===== config.mk =====
export PLATFORM = sky130hd
export DESIGN_NAME = servo_pulse_ramp_planner_top
export DESIGN_NICKNAME = d
export VERILOG_FILES = /design/src/spr_pkg.sv /design/src/spr_front.sv /design/src/spr_queue.sv /design/src/spr_div.sv /design/src/spr_back.sv /design/src/servo_pulse_ramp_planner_top.sv
export SDC_FILE = /design/constraint.sdc
export NUM_CORES = 2
export LEC_CHECK = 0
export ABC_AREA = 1
export ABC_CLOCK_PERIOD_IN_PS = 23300
export BUFFER_PORTS_ARGS = -buffer_cell sky130_fd_sc_hd__buf_2
export CAP_MARGIN = 10
export CORE_ASPECT_RATIO = 1.25
export CORE_MARGIN = 1.5
export CORE_UTILIZATION = 65
export DETAILED_ROUTE_END_ITERATION = 16
export GPL_ROUTABILITY_DRIVEN = 0
export PLACE_DENSITY = 0.86
export SETUP_SLACK_MARGIN = 0.02
export SLEW_MARGIN = 20
export SYNTH_ARGS = -nofsm -noshare
export SYNTH_HDL_FRONTEND = slang
export SYNTH_HIERARCHICAL = 1
export SYNTH_SLANG_ARGS = --single-unit

===== constraint.sdc =====
create_clock -name clk -period 23.3 [get_ports clk]
set_clock_uncertainty 0.1 [all_clocks]
set_input_delay 2.33 -clock clk [delete_from_list [all_inputs] [get_ports clk]]
set_output_delay 2.33 -clock clk [all_outputs]
set_load 0.05 [all_outputs]

===== src/spr_pkg.sv =====
// shared types, codes and constants of the servo ramp planner
`timescale 1ns / 1ps

package spr_pkg;

	localparam int CH_IN_W   = 4;
	localparam int AIM_W     = 12;
	localparam int TIME_IN_W = 16;
	localparam int TIME_W    = 14;

	localparam logic [AIM_W-1:0]  SET_MAX  = 12'd2490;
	localparam logic [AIM_W-1:0]  SET_MIN  = 12'd510;
	localparam logic [AIM_W-1:0]  SNAP_MIN = 12'd500;
	localparam logic [TIME_W-1:0] TIME_MAX = 14'd10000;
	localparam logic [TIME_W-1:0] TICK_MS  = 14'd20;

	// command codes
	localparam logic [1:0] OP_SET  = 2'd0;
	localparam logic [1:0] OP_STOP = 2'd1;
	localparam logic [1:0] OP_TICK = 2'd2;
	localparam logic [1:0] OP_IGN  = 2'd3;

	localparam int QUEUE_DEPTH = 2;

	typedef struct packed {
		logic [1:0]         op;
		logic               short_mv;
		logic [CH_IN_W-1:0] channel;
		logic [AIM_W-1:0]   aim;
		logic [TIME_W-1:0]  move_ms;
	} cmd_t;

	// power-on pulse width of each channel
	function automatic logic [AIM_W-1:0] start_pos(input int ch);
		logic [AIM_W-1:0] p;
		case (ch)
			0: p = 12'd837;
			1: p = 12'd1300;
			2: p = 12'd1064;
			3: p = 12'd2218;
			4: p = 12'd1500;
			5: p = 12'd1000;
			default: p = 12'd1350;
		endcase
		return p;
	endfunction

endpackage


===== src/spr_front.sv =====
// front end: takes input words, clamps and classifies them into commands
`timescale 1ns / 1ps

module spr_front
	import spr_pkg::*;
#(
	parameter int CHANNELS = 8
) (
	input  logic        s_tvalid,
	output logic        s_tready,
	input  logic [31:0] s_tdata,
	input  logic        s_tuser,
	input  logic        q_full,
	output logic        push,
	output cmd_t        cmd
);

	logic [CH_IN_W-1:0]   channel;
	logic [AIM_W-1:0]     aim;
	logic [TIME_IN_W-1:0] move_time;
	logic                 ign;
	logic [TIME_W-1:0]    time_c;

	assign channel   = s_tdata[3:0];
	assign aim       = s_tdata[15:4];
	assign move_time = s_tdata[31:16];

	assign s_tready = !q_full;
	assign push     = s_tvalid && !q_full;

	assign ign    = {1'b0, channel} >= 5'(CHANNELS);
	assign time_c = (move_time > {2'b00, TIME_MAX}) ? TIME_MAX : move_time[TIME_W-1:0];

	always_comb begin
		cmd.channel  = channel;
		cmd.move_ms  = time_c;
		cmd.short_mv = time_c < TICK_MS;
		if (aim > SET_MAX) begin
			cmd.aim = SET_MAX;
		end else if (aim < SET_MIN) begin
			cmd.aim = SET_MIN;
		end else begin
			cmd.aim = aim;
		end
		if (ign) begin
			cmd.op = OP_IGN;
		end else if (s_tuser) begin
			cmd.op = OP_TICK;
		end else if (aim == '0) begin
			cmd.op = OP_STOP;
		end else begin
			cmd.op = OP_SET;
		end
	end

endmodule


===== src/spr_queue.sv =====
// short command queue between front and back end
`timescale 1ns / 1ps

module spr_queue
	import spr_pkg::*;
(
	input  logic clk,
	input  logic arst_n,
	input  logic push,
	input  cmd_t wr_data,
	output logic full,
	input  logic pop,
	output logic valid,
	output cmd_t rd_data
);

	localparam int PTR_W = $clog2(QUEUE_DEPTH);
	localparam int CNT_W = $clog2(QUEUE_DEPTH + 1);

	cmd_t             ent_q [QUEUE_DEPTH];
	logic [PTR_W-1:0] wr_ptr_q;
	logic [PTR_W-1:0] rd_ptr_q;
	logic [CNT_W-1:0] cnt_q;

	assign full    = cnt_q == CNT_W'(QUEUE_DEPTH);
	assign valid   = cnt_q != '0;
	assign rd_data = ent_q[rd_ptr_q];

	always_ff @(posedge clk) begin
		if (push) begin
			ent_q[wr_ptr_q] <= wr_data;
		end
	end

	always_ff @(posedge clk or negedge arst_n) begin
		if (!arst_n) begin
			wr_ptr_q <= '0;
			rd_ptr_q <= '0;
			cnt_q    <= '0;
		end else begin
			if (push) begin
				wr_ptr_q <= (wr_ptr_q == PTR_W'(QUEUE_DEPTH - 1)) ? '0 : wr_ptr_q + 1'b1;
			end
			if (pop) begin
				rd_ptr_q <= (rd_ptr_q == PTR_W'(QUEUE_DEPTH - 1)) ? '0 : rd_ptr_q + 1'b1;
			end
			if (push && !pop) begin
				cnt_q <= cnt_q + 1'b1;
			end else if (pop && !push) begin
				cnt_q <= cnt_q - 1'b1;
			end
		end
	end

endmodule


===== src/spr_div.sv =====
// restoring divider, one quotient bit per cycle
`timescale 1ns / 1ps

module spr_div #(
	parameter int NUM_W = 33,
	parameter int DEN_W = 14
) (
	input  logic             clk,
	input  logic             arst_n,
	input  logic             start,
	input  logic [NUM_W-1:0] numer,
	input  logic [DEN_W-1:0] denom,
	output logic             done,
	output logic [NUM_W-1:0] quot
);

	localparam int CNT_W = $clog2(NUM_W + 1);

	logic [NUM_W-1:0] quo_q;
	logic [DEN_W-1:0] den_q;
	logic [DEN_W-1:0] rem_q;
	logic [CNT_W-1:0] cnt_q;
	logic             busy_q;
	logic             done_q;
	logic [DEN_W:0]   rem_sh;
	logic             ge;
	logic [DEN_W:0]   rem_nx;

	assign rem_sh = {rem_q, quo_q[NUM_W-1]};
	assign ge     = rem_sh >= {1'b0, den_q};
	assign rem_nx = ge ? rem_sh - {1'b0, den_q} : rem_sh;
	assign done   = done_q;
	assign quot   = quo_q;

	always_ff @(posedge clk) begin
		if (start) begin
			quo_q <= numer;
			den_q <= denom;
			rem_q <= '0;
		end else if (busy_q) begin
			quo_q <= {quo_q[NUM_W-2:0], ge};
			rem_q <= rem_nx[DEN_W-1:0];
		end
	end

	always_ff @(posedge clk or negedge arst_n) begin
		if (!arst_n) begin
			busy_q <= 1'b0;
			done_q <= 1'b0;
			cnt_q  <= '0;
		end else begin
			done_q <= 1'b0;
			if (start) begin
				busy_q <= 1'b1;
				cnt_q  <= CNT_W'(NUM_W);
			end else if (busy_q) begin
				cnt_q <= cnt_q - 1'b1;
				if (cnt_q == CNT_W'(1)) begin
					busy_q <= 1'b0;
					done_q <= 1'b1;
				end
			end
		end
	end

endmodule


===== src/spr_back.sv =====
// back end: channel state, ramp arithmetic and output register
`timescale 1ns / 1ps

module spr_back
	import spr_pkg::*;
#(
	parameter int CHANNELS  = 8,
	parameter int FRAC_BITS = 16
) (
	input  logic        clk,
	input  logic        arst_n,
	input  logic        q_valid,
	input  cmd_t        q_data,
	output logic        pop,
	output logic        m_tvalid,
	input  logic        m_tready,
	output logic [15:0] m_tdata,
	output logic [1:0]  m_tuser
);

	localparam int POS_W  = AIM_W + FRAC_BITS;
	localparam int STEP_W = POS_W + 1;
	localparam int NUM_W  = POS_W + 5;
	localparam int CH_W   = (CHANNELS > 1) ? $clog2(CHANNELS) : 1;
	localparam logic [POS_W-1:0] TINY_FIX =
		POS_W'(((64'd77 << FRAC_BITS) + 64'd5000) / 64'd10000);

	localparam logic [1:0] S_IDLE = 2'd0;
	localparam logic [1:0] S_EXEC = 2'd1;
	localparam logic [1:0] S_DIV  = 2'd2;
	localparam logic [1:0] S_WB   = 2'd3;

	// per-channel state
	logic [POS_W-1:0]         cur_q [CHANNELS];
	logic [POS_W-1:0]         tgt_q [CHANNELS];
	logic signed [STEP_W-1:0] stp_q [CHANNELS];

	logic [1:0]               st_q;
	cmd_t                     cmd_q;
	logic [CH_W-1:0]          idx_q;
	logic [POS_W-1:0]         rd_cur_q;
	logic [POS_W-1:0]         rd_tgt_q;
	logic signed [STEP_W-1:0] rd_stp_q;

	logic                     out_valid_q;
	logic [CH_IN_W-1:0]       out_chan_q;
	logic [AIM_W-1:0]         out_pos_q;
	logic                     out_moving_q;
	logic                     out_ign_q;

	logic                     out_free;
	logic                     need_div;
	logic                     fire;
	logic [CH_W-1:0]          rd_idx;

	logic [POS_W-1:0]         aim_fix;
	logic [POS_W-1:0]         aim_adj;
	logic signed [STEP_W-1:0] diff;
	logic signed [STEP_W-1:0] diff_neg;
	logic [POS_W-1:0]         diff_mag;
	logic [NUM_W-1:0]         numer;

	logic                     div_done;
	logic [NUM_W-1:0]         div_quot;
	logic signed [STEP_W-1:0] q_pos;
	logic signed [STEP_W-1:0] q_neg;

	logic [AIM_W-1:0]         snap_int;
	logic [AIM_W-1:0]         snap_c;
	logic [POS_W-1:0]         snap_fix;
	logic signed [STEP_W-1:0] gap;
	logic signed [STEP_W-1:0] gap_neg;
	logic [POS_W-1:0]         gap_mag;
	logic signed [STEP_W-1:0] stp_neg;
	logic [POS_W-1:0]         stp_mag;
	logic                     close;
	logic signed [STEP_W-1:0] sum;

	logic [POS_W-1:0]         nxt_cur;
	logic [POS_W-1:0]         nxt_tgt;
	logic signed [STEP_W-1:0] nxt_stp;

	assign out_free = !out_valid_q || m_tready;
	assign need_div = (cmd_q.op == OP_SET) && !cmd_q.short_mv;
	assign fire     = out_free && (((st_q == S_EXEC) && !need_div) || (st_q == S_WB));
	assign pop      = (st_q == S_IDLE) && q_valid;
	assign rd_idx   = (q_data.op == OP_IGN) ? '0 : q_data.channel[CH_W-1:0];

	// set: target in fixed point, nudged when it equals the position
	assign aim_fix  = {cmd_q.aim, {FRAC_BITS{1'b0}}};
	assign aim_adj  = (rd_cur_q == aim_fix) ? aim_fix + TINY_FIX : aim_fix;
	assign diff     = $signed({1'b0, aim_adj}) - $signed({1'b0, rd_cur_q});
	assign diff_neg = -diff;
	assign diff_mag = diff[STEP_W-1] ? diff_neg[POS_W-1:0] : diff[POS_W-1:0];
	// |diff| * 20 as two shifted adds
	assign numer    = ({5'b0, diff_mag} << 4) + ({5'b0, diff_mag} << 2);
	assign q_pos    = $signed({1'b0, div_quot[POS_W-1:0]});
	assign q_neg    = -q_pos;

	// tick: snap point and distance check
	assign snap_int = rd_tgt_q[POS_W-1:FRAC_BITS];
	assign snap_c   = (snap_int > SET_MAX) ? SET_MAX :
	                  (snap_int < SNAP_MIN) ? SNAP_MIN : snap_int;
	assign snap_fix = {snap_c, {FRAC_BITS{1'b0}}};
	assign gap      = $signed({1'b0, snap_fix}) - $signed({1'b0, rd_cur_q});
	assign gap_neg  = -gap;
	assign gap_mag  = gap[STEP_W-1] ? gap_neg[POS_W-1:0] : gap[POS_W-1:0];
	assign stp_neg  = -rd_stp_q;
	assign stp_mag  = rd_stp_q[STEP_W-1] ? stp_neg[POS_W-1:0] : rd_stp_q[POS_W-1:0];
	assign close    = {1'b0, gap_mag} <= {stp_mag, 1'b0};
	assign sum      = $signed({1'b0, rd_cur_q}) + rd_stp_q;

	always_comb begin
		nxt_cur = rd_cur_q;
		nxt_tgt = rd_tgt_q;
		nxt_stp = rd_stp_q;
		case (cmd_q.op)
			OP_STOP: begin
				nxt_tgt = rd_cur_q;
				nxt_stp = '0;
			end
			OP_SET: begin
				nxt_tgt = aim_adj;
				if (cmd_q.short_mv) begin
					nxt_cur = aim_adj;
					nxt_stp = '0;
				end else begin
					nxt_stp = diff[STEP_W-1] ? q_neg : q_pos;
				end
			end
			OP_TICK: begin
				if (rd_stp_q != '0) begin
					if (close) begin
						nxt_cur = snap_fix;
						nxt_stp = '0;
					end else begin
						nxt_cur = sum[POS_W-1:0];
					end
				end
			end
			default: begin
			end
		endcase
	end

	spr_div #(
		.NUM_W (NUM_W),
		.DEN_W (TIME_W)
	) u_div (
		.clk    (clk),
		.arst_n (arst_n),
		.start  ((st_q == S_EXEC) && need_div),
		.numer  (numer),
		.denom  (cmd_q.move_ms),
		.done   (div_done),
		.quot   (div_quot)
	);

	// command snapshot, loaded when a command leaves the queue
	always_ff @(posedge clk) begin
		if (pop) begin
			cmd_q    <= q_data;
			idx_q    <= rd_idx;
			rd_cur_q <= cur_q[rd_idx];
			rd_tgt_q <= tgt_q[rd_idx];
			rd_stp_q <= stp_q[rd_idx];
		end
		if (fire) begin
			out_chan_q   <= cmd_q.channel;
			out_ign_q    <= cmd_q.op == OP_IGN;
			out_pos_q    <= (cmd_q.op == OP_IGN) ? '0 : nxt_cur[POS_W-1:FRAC_BITS];
			out_moving_q <= (cmd_q.op != OP_IGN) && (nxt_stp != '0);
		end
	end

	always_ff @(posedge clk or negedge arst_n) begin
		if (!arst_n) begin
			for (int i = 0; i < CHANNELS; i++) begin
				cur_q[i] <= {start_pos(i), {FRAC_BITS{1'b0}}};
				tgt_q[i] <= {start_pos(i), {FRAC_BITS{1'b0}}};
				stp_q[i] <= '0;
			end
		end else if (fire && (cmd_q.op != OP_IGN)) begin
			cur_q[idx_q] <= nxt_cur;
			tgt_q[idx_q] <= nxt_tgt;
			stp_q[idx_q] <= nxt_stp;
		end
	end

	always_ff @(posedge clk or negedge arst_n) begin
		if (!arst_n) begin
			st_q        <= S_IDLE;
			out_valid_q <= 1'b0;
		end else begin
			if (fire) begin
				out_valid_q <= 1'b1;
			end else if (m_tready) begin
				out_valid_q <= 1'b0;
			end
			case (st_q)
				S_IDLE: begin
					if (q_valid) begin
						st_q <= S_EXEC;
					end
				end
				S_EXEC: begin
					if (need_div) begin
						st_q <= S_DIV;
					end else if (out_free) begin
						st_q <= S_IDLE;
					end
				end
				S_DIV: begin
					if (div_done) begin
						st_q <= S_WB;
					end
				end
				S_WB: begin
					if (out_free) begin
						st_q <= S_IDLE;
					end
				end
				default: begin
					st_q <= S_IDLE;
				end
			endcase
		end
	end

	assign m_tvalid = out_valid_q;
	assign m_tdata  = {out_pos_q, out_chan_q};
	assign m_tuser  = {out_ign_q, out_moving_q};

endmodule


===== src/servo_pulse_ramp_planner_top.sv =====
// top level of the multi-channel servo ramp planner
`timescale 1ns / 1ps

// flow: a tick, stop, short move or ignored channel goes from the queue through the back end's
//   idle and exec states into the result register; a timed move also runs the divider between
//   exec and write-back; the back end takes a new word only when done with the last, bound by
//   the one-bit-per-cycle divider; a two-entry queue lets input words arrive while it is busy
// reset (arst_n low, asynchronous): queue and output emptied, every channel back at its start
//   position with zero step

module servo_pulse_ramp_planner_top
	import spr_pkg::*;
#(
	parameter int CHANNELS  = 8,   // number of servo channels, 1..16
	parameter int FRAC_BITS = 16   // fraction bits of positions and steps, 8..24
) (
	input  logic        clk,
	input  logic        arst_n,
	// input words
	input  logic        s_tvalid,
	output logic        s_tready,
	input  logic [31:0] s_tdata,   // channel[3:0], target_pulse[15:4], move_time[31:16]
	input  logic        s_tuser,   // func: 0 set target (stop when target_pulse is 0), 1 tick
	// result words
	output logic        m_tvalid,
	input  logic        m_tready,
	output logic [15:0] m_tdata,   // channel_out[3:0], position[15:4]
	output logic [1:0]  m_tuser    // moving[0], ignored[1]
);

	// front to queue
	logic q_push;
	logic q_full;
	cmd_t q_wr;

	// queue to back end
	logic q_pop;
	logic q_valid;
	cmd_t q_rd;

	// decode and clamp of the incoming word
	spr_front #(
		.CHANNELS (CHANNELS)
	) u_front (
		.s_tvalid (s_tvalid),
		.s_tready (s_tready),
		.s_tdata  (s_tdata),
		.s_tuser  (s_tuser),
		.q_full   (q_full),
		.push     (q_push),
		.cmd      (q_wr)
	);

	// decouples the front from the divider-bound back end
	spr_queue u_queue (
		.clk     (clk),
		.arst_n  (arst_n),
		.push    (q_push),
		.wr_data (q_wr),
		.full    (q_full),
		.pop     (q_pop),
		.valid   (q_valid),
		.rd_data (q_rd)
	);

	// channel state, step computation and result register
	spr_back #(
		.CHANNELS  (CHANNELS),
		.FRAC_BITS (FRAC_BITS)
	) u_back (
		.clk      (clk),
		.arst_n   (arst_n),
		.q_valid  (q_valid),
		.q_data   (q_rd),
		.pop      (q_pop),
		.m_tvalid (m_tvalid),
		.m_tready (m_tready),
		.m_tdata  (m_tdata),
		.m_tuser  (m_tuser)
	);

endmodule

Word level (Yosys, flattened, before mapping)
Memories as Yosys holds them, arrays and structs flattened.
Cells that the tools add are included.
W data, S select, Z words.
Word-level totals
  register bits: 895
  bits in writable memories: 66
  input bits: 37
  memories: 1
Memory list
  u_queue.ent_q: depth 2, bits a word 33, read ports 1, clocked after memory_dff 0, write ports 1, line spr_queue.sv:20  | cmd_t ent_q [QUEUE_DEPTH];
Cells by class
  add/subtract/negate cells: 15
  $lt $le $gt $ge: 12
  equal/unequal tests: 13
  mux-type cells: 63
  bitwise operators: 2
  reductions and logical operators: 29
Operators with widths (count)
  $bwmux W224: 2
  $mux W28: 12
  $bwmux W232: 1
  $mux W29: 7
  $bmux W28 S3: 2
  $pmux W28 S2: 2
  $bmux W29 S3: 1
  $demux W29 S3: 1
  $pmux W29 S3: 1
  $demux W28 S3: 1
  $neg A28 Y28: 3
  $mux W33: 2
  $reduce_bool A29 Y1: 2
  $sub A28 B28 Y29: 2
  $mux W12: 4
  $add A32 B30 Y33: 1
  $le A28 B29 Y1: 1
  $neg A28 Y29: 1
  $add A28 B28 Y28: 1
  $add A28 B9 Y28 const B: 1
  $eq A28 B28 Y1: 1
  $mux W14: 2
  $gt A12 B12 Y1 const B: 2
  $lt A12 B9 Y1 const B: 2
  28 further kinds: 79

Longest topological paths before layout
  depth after elaboration: 12
  mapped depth: 44
  gate-level depth less buffers: 43

Cells and area by module
The synthesis kept the hierarchy.
Modules (own cells, without submodules)
  spr_back: times used 1, cells each 5151, area each 40236.1 um^2, sequential area each 17682.0 um^2
  spr_div: times used 1, cells each 487, area each 4027.6 um^2, sequential area each 1891.8 um^2
  spr_queue: times used 1, cells each 128, area each 2740.1 um^2, sequential area each 2082.0 um^2
  spr_front: times used 1, cells each 107, area each 509.2 um^2, sequential area each 0.0 um^2

Worst setup path after synthesis
OpenSTA, ideal clock, no wires.
  path type: reg2reg
  start point: register u_back.st_q[0]
  end point: register u_queue.cnt_q[1]
  arrival: 9.251 ns
  required time: 23.083 ns
  path slack: 13.832 ns
  cell stages (with the launch flop): 8
  path buffers: 0
  period minus slack after synthesis: 9.468 ns
  cells stage by stage: dfrtp_1 -> nor3b_1 -> inv_1 -> ha_1 -> inv_1 -> nand3_1 -> nand2_1 -> nand2_1
Between the ends
  word-level cells in the longest chain between the ends: 5
  elaborated cells on any way between the ends: 7
RTL lines
  start: declaration: line spr_back.sv:38  | logic [1:0] st_q;
  start signal: assignment: line spr_back.sv:192  | st_q <= S_IDLE;
  start signal: assignment: line spr_back.sv:203  | st_q <= S_EXEC;
  start signal: assignment: line spr_back.sv:208  | st_q <= S_DIV;
  $logic_not A2 Y1 *: line spr_back.sv:86  | assign pop = (st_q == S_IDLE) && q_valid;
  $logic_and A1 B1 Y1 *: line spr_back.sv:86
  net q_pop: line servo_pulse_ramp_planner_top.sv:37  | logic q_pop;
  $logic_not A1 Y1: line spr_queue.sv:47  | if (push && !pop) begin
  $logic_and A1 B1 Y1: line spr_queue.sv:47
  $mux W2 or $reduce_bool A2 Y1 (tied branches)
  end signal: assignment: line spr_queue.sv:48  | cnt_q <= cnt_q + 1'b1;
  end signal: assignment: line spr_queue.sv:50  | cnt_q <= cnt_q - 1'b1;
  end: declaration: line spr_queue.sv:23  | logic [CNT_W-1:0] cnt_q;
The timed path passes the listed nets; every way through them passes the cells marked *.
A chain may end at the register's enable or synchronous reset.

Final worst setup path
  start point: register u_back.rd_cur_q[0]
  end point: register u_back.u_div.quo_q[27], in the netlist u_back/u_div/quot[27] (data pin)
Between the ends
  word-level cells in the longest chain between the ends: 7
RTL lines
  start: declaration: line spr_back.sv:41  | logic [POS_W-1:0] rd_cur_q;
  start signal: assignment: line spr_back.sv:164  | rd_cur_q <= cur_q[rd_idx];
  $eq A28 B28 Y1: line spr_back.sv:91  | assign aim_adj = (rd_cur_q == aim_fix) ? aim_fix + TINY_FIX : aim_fix;
  $mux W28: line spr_back.sv:91
  $sub A28 B28 Y29 *: line spr_back.sv:92  | assign diff = $signed({1'b0, aim_adj}) - $signed({1'b0, rd_cur_q});
  $neg A28 Y28: line spr_back.sv:93  | assign diff_neg = -diff;
  $mux W28 *: line spr_back.sv:94  | assign diff_mag = diff[STEP_W-1] ? diff_neg[POS_W-1:0] : diff[POS_W-1:0];
  $add A32 B30 Y33 *: line spr_back.sv:96  | assign numer = ({5'b0, diff_mag} << 4) + ({5'b0, diff_mag} << 2);
  net u_back.numer[27]: line spr_back.sv:61  | logic [NUM_W-1:0] numer;
  $mux W33 *: line spr_div.sv:36  | if (start) begin
  end signal: assignment: line spr_div.sv:37  | quo_q <= numer;
  end signal: assignment: line spr_div.sv:41  | quo_q <= {quo_q[NUM_W-2:0], ge};
  end: declaration: line spr_div.sv:19  | logic [NUM_W-1:0] quo_q;
Marks and branches as above.

==> impl_metrics.ini <==
[run_status]
status = finished, final reports clean

[detailed_routing]
viasPerCell = 6.44
drc = 0
met3WireLength_um = 16900
antenna_left = 0
wirelength_met1_um = 50800
top_layer_used = met5
routed_wl_um = 142000
met2_length_um = 65400
drt_first_pass_iters = 13
drt-initial-drc-count = 5935
wire_per_inst_um = 21.0
vias = 43800

[setup_path]
cp-end-kind = flip-flop
critPathMostFrequentCell = nand2_1
crit_fanout = 45
r2r-end = u_back/u_div/quot[27]
reg2reg_depth = 38
rr_startpoint = u_back/rd_cur_q[0]
critPathLaunch = u_back/rd_cur_q[0]
start_kind = flip-flop
crit_type = reg -> reg
endpoint = u_back/u_div/quot[27]
slowest_delay_ps = 710
reg2reg_slack_ps = 16060
worstPathRequired_ps = 23610
slowest_stage = nor3_1
worstPathArrival_ps = 7560

[timing]
fin_crit_ps = 7240
maxSlewViolCount = 0
rsz0062_at_grt = false
fin_tns_setup_ps = 0
maxSlewHeadroom = 0.215
hold_viol = 0
setup_viol = 0
max_clock_freq_mhz = 138
worst_pin_slew_ps = 1180
holdWs_ps = 318
period_share = 0.311

[final_layout]
fill_cells = 5356
n_antenna_cell = 0
syn_to_final_growth_pct = 7.18
drive_above_1_share = 0.107
final_core_util = 0.706
final_nets = 5947

[place]
hpwl_um = 90500
portBuffers = 56

[clock_tree]
clock_path_buffers = 3
cts_buffers = 81
tritoncts = done
postCtsHoldBufs = 0
clk_pin_slew_ps = 70
htree_levels = 3
clock_sinks = 817
post-cts-setup-buffer-count = 0
cts_root_buf = clkbuf_16
ctsResizeCount = 0
clkLatencyLatePin_ps = 670

[logic_synthesis]
synth_commonest_cells = nand2_1, dfrtp_1, nor2_1
yosysTopAreaCellShare = 0.256
synth_cell_types = 74
synth_seq_cells = 817
synth_area_leader_cell = dfrtp_1
syn_area_per_cell_um2 = 8.09
synth.area.top_cells = dfrtp_1, edfxtp_1, nand2_1, dfstp_2, nand3_1
synth_top_family_by_area = simple AND/OR/NAND/NOR gates
async_flop_share = 0.694
yosysMostFrequentCell = nand2_1
netlist_area_um2 = 47500
syn-instance-count = 5873
synth_compound_area_frac = 0.136
ys_seq_area_frac = 0.456
synthXorXnorAreaFrac = 0.0298
yosys_most_used_dff = dfrtp_1
yosysWarnings = 6
synth_edf_count = 236
synthMuxAreaShare = 0.0101
synth-simple-area-share = 0.268
synth_fa_ha_area_frac = 0.0366

[floorplan]
dieArea_um2 = 74700
die_x_um = 245
rows = 110
initial_core_util = 0.659
ios = 57
core_um2 = 72100
die_h_um = 305

[global_routing]
grt_overflow = 0
grt.total_usage = 0.378
grt_start_max_net_pins = 194
grt_antenna_before_repair = 4
grt_pass1_wl_um = 224000
grt_pass1_vias = 42300

[worst_hold_path]
holdCritPathClass = reg -> reg

[flow_run]
cap_viol_max_count = 0
-- worst min path at each step --
stage,cells after the start,endpoint,from
2_1_floorplan,0,u_back/out_chan_q[0],u_back/cmd_q[26]
3_3_place_gp,0,u_back/u_div/den_q[13],u_back/cmd_q[13]
3_5_place_dp,0,u_back/u_div/den_q[0],u_back/cmd_q[0]
4_1_cts,0,u_back/u_div/den_q[0],u_back/cmd_q[0]
5_1_grt,0,u_back/u_div/den_q[0],u_back/cmd_q[0]
6_report,0,u_back/u_div/den_q[9],u_back/cmd_q[9]
-- state kept, by name, summed over array words and instances, names as in the netlist, 3 cells and up --
register	flops
u_back/rd_stp_q	29
u_back/out_chan_q	4
u_back/cmd_q	21
u_back/tgt_q	96
u_back/u_div/den_q	14
u_back/out_pos_q	12
u_back/aim_fix	12
u_back/u_div/cnt_q	6
u_back/u_div/rem_q	14
u_back/rd_cur_q	28
u_back/idx_q	3
u_back/stp_q	232
u_back/u_div/quot	33
u_back/cur_q	224
u_queue/ent_q	66
u_back/rd_tgt_q	12
-- cells in the final DEF (no fill, tap or decap), types with 15 or more instances in the layout --
| master | instances |
|---|---|
| a21oi_1 | 216 |
| clkbuf_16 | 86 |
| dfstp_2 | 80 |
| nand4_1 | 96 |
| o21bai_1 | 15 |
| nand3_2 | 24 |
| nor2_2 | 25 |
| o211ai_2 | 19 |
| nor2_4 | 20 |
| mux2_4 | 29 |
| nand2_2 | 51 |
| o21ai_1 | 29 |
| a31oi_1 | 201 |
| o21ai_0 | 297 |
| clkinv_2 | 17 |
| buf_4 | 43 |
| buf_2 | 55 |
| a22oi_1 | 18 |
| nor2_1 | 434 |
| ha_1 | 134 |
| o221ai_1 | 137 |
| dfrtp_1 | 486 |
| inv_1 | 393 |
| inv_2 | 38 |
| nor3_1 | 41 |
| xnor2_1 | 41 |
| nand2_1 | 1829 |
| edfxtp_1 | 236 |
| o21ai_2 | 39 |
| xor2_1 | 107 |
| nand3b_1 | 20 |
| nand3_1 | 373 |
-- cell families (layout without fill, tap and decap cells) --
kind of cell | count (synthesis) | in the layout
other cells | 1 | 2
compound gates | 1027 | 1027
mux | 33 | 33
simple gates | 2970 | 2970
fa+ha+maj | 137 | 137
xor+xnor | 154 | 154
flops | 817 | 817
buf+inv | 734 | 700
-- per-stage QoR --
| stage | instance area, µm² | worst slack [ps] | instances |
|---|---|---|---|
| floorplan | 47500 | 13830 | 5874 |
| global placement | 48100 | 16410 | 6640 |
| detailed placement | 48100 | 16180 | 6640 |
| CTS | 50900 | 16170 | 6790 |
| global route | 50900 | 15230 | 6792 |
| finish | 50900 | 16060 | 6792 |
-- metal layers --
metal,vias up,GRT usage
li1,19600,-
met1,20600,0.465
met2,2878,0.597
met3,691,0.0933
met4,6,0.241
met5,-,0
-- layout make-up --
class	instances	area (µm²)	area share
flip-flops and latches	817	21700	0.425
clock inverters	39	432	0.00848
multi-input cells	4323	22900	0.449
well taps	952	1190	0.0234
clock buffers	111	2360	0.0463
inverters	446	1700	0.0334
repair buffers	104	699	0.0137
-- worst max-delay path: cells and delay by family, from the launching register on --
family,cells,cell delay (ps)
compound gates,6,1220
xor+xnor,2,410
fa+ha+maj,4,1190
buf+inv,7,900
flops,1,520
simple gates,19,2620
Power is not shown: default switching activity piles up to over one toggle a cycle in this logic, so the estimate is an artifact.
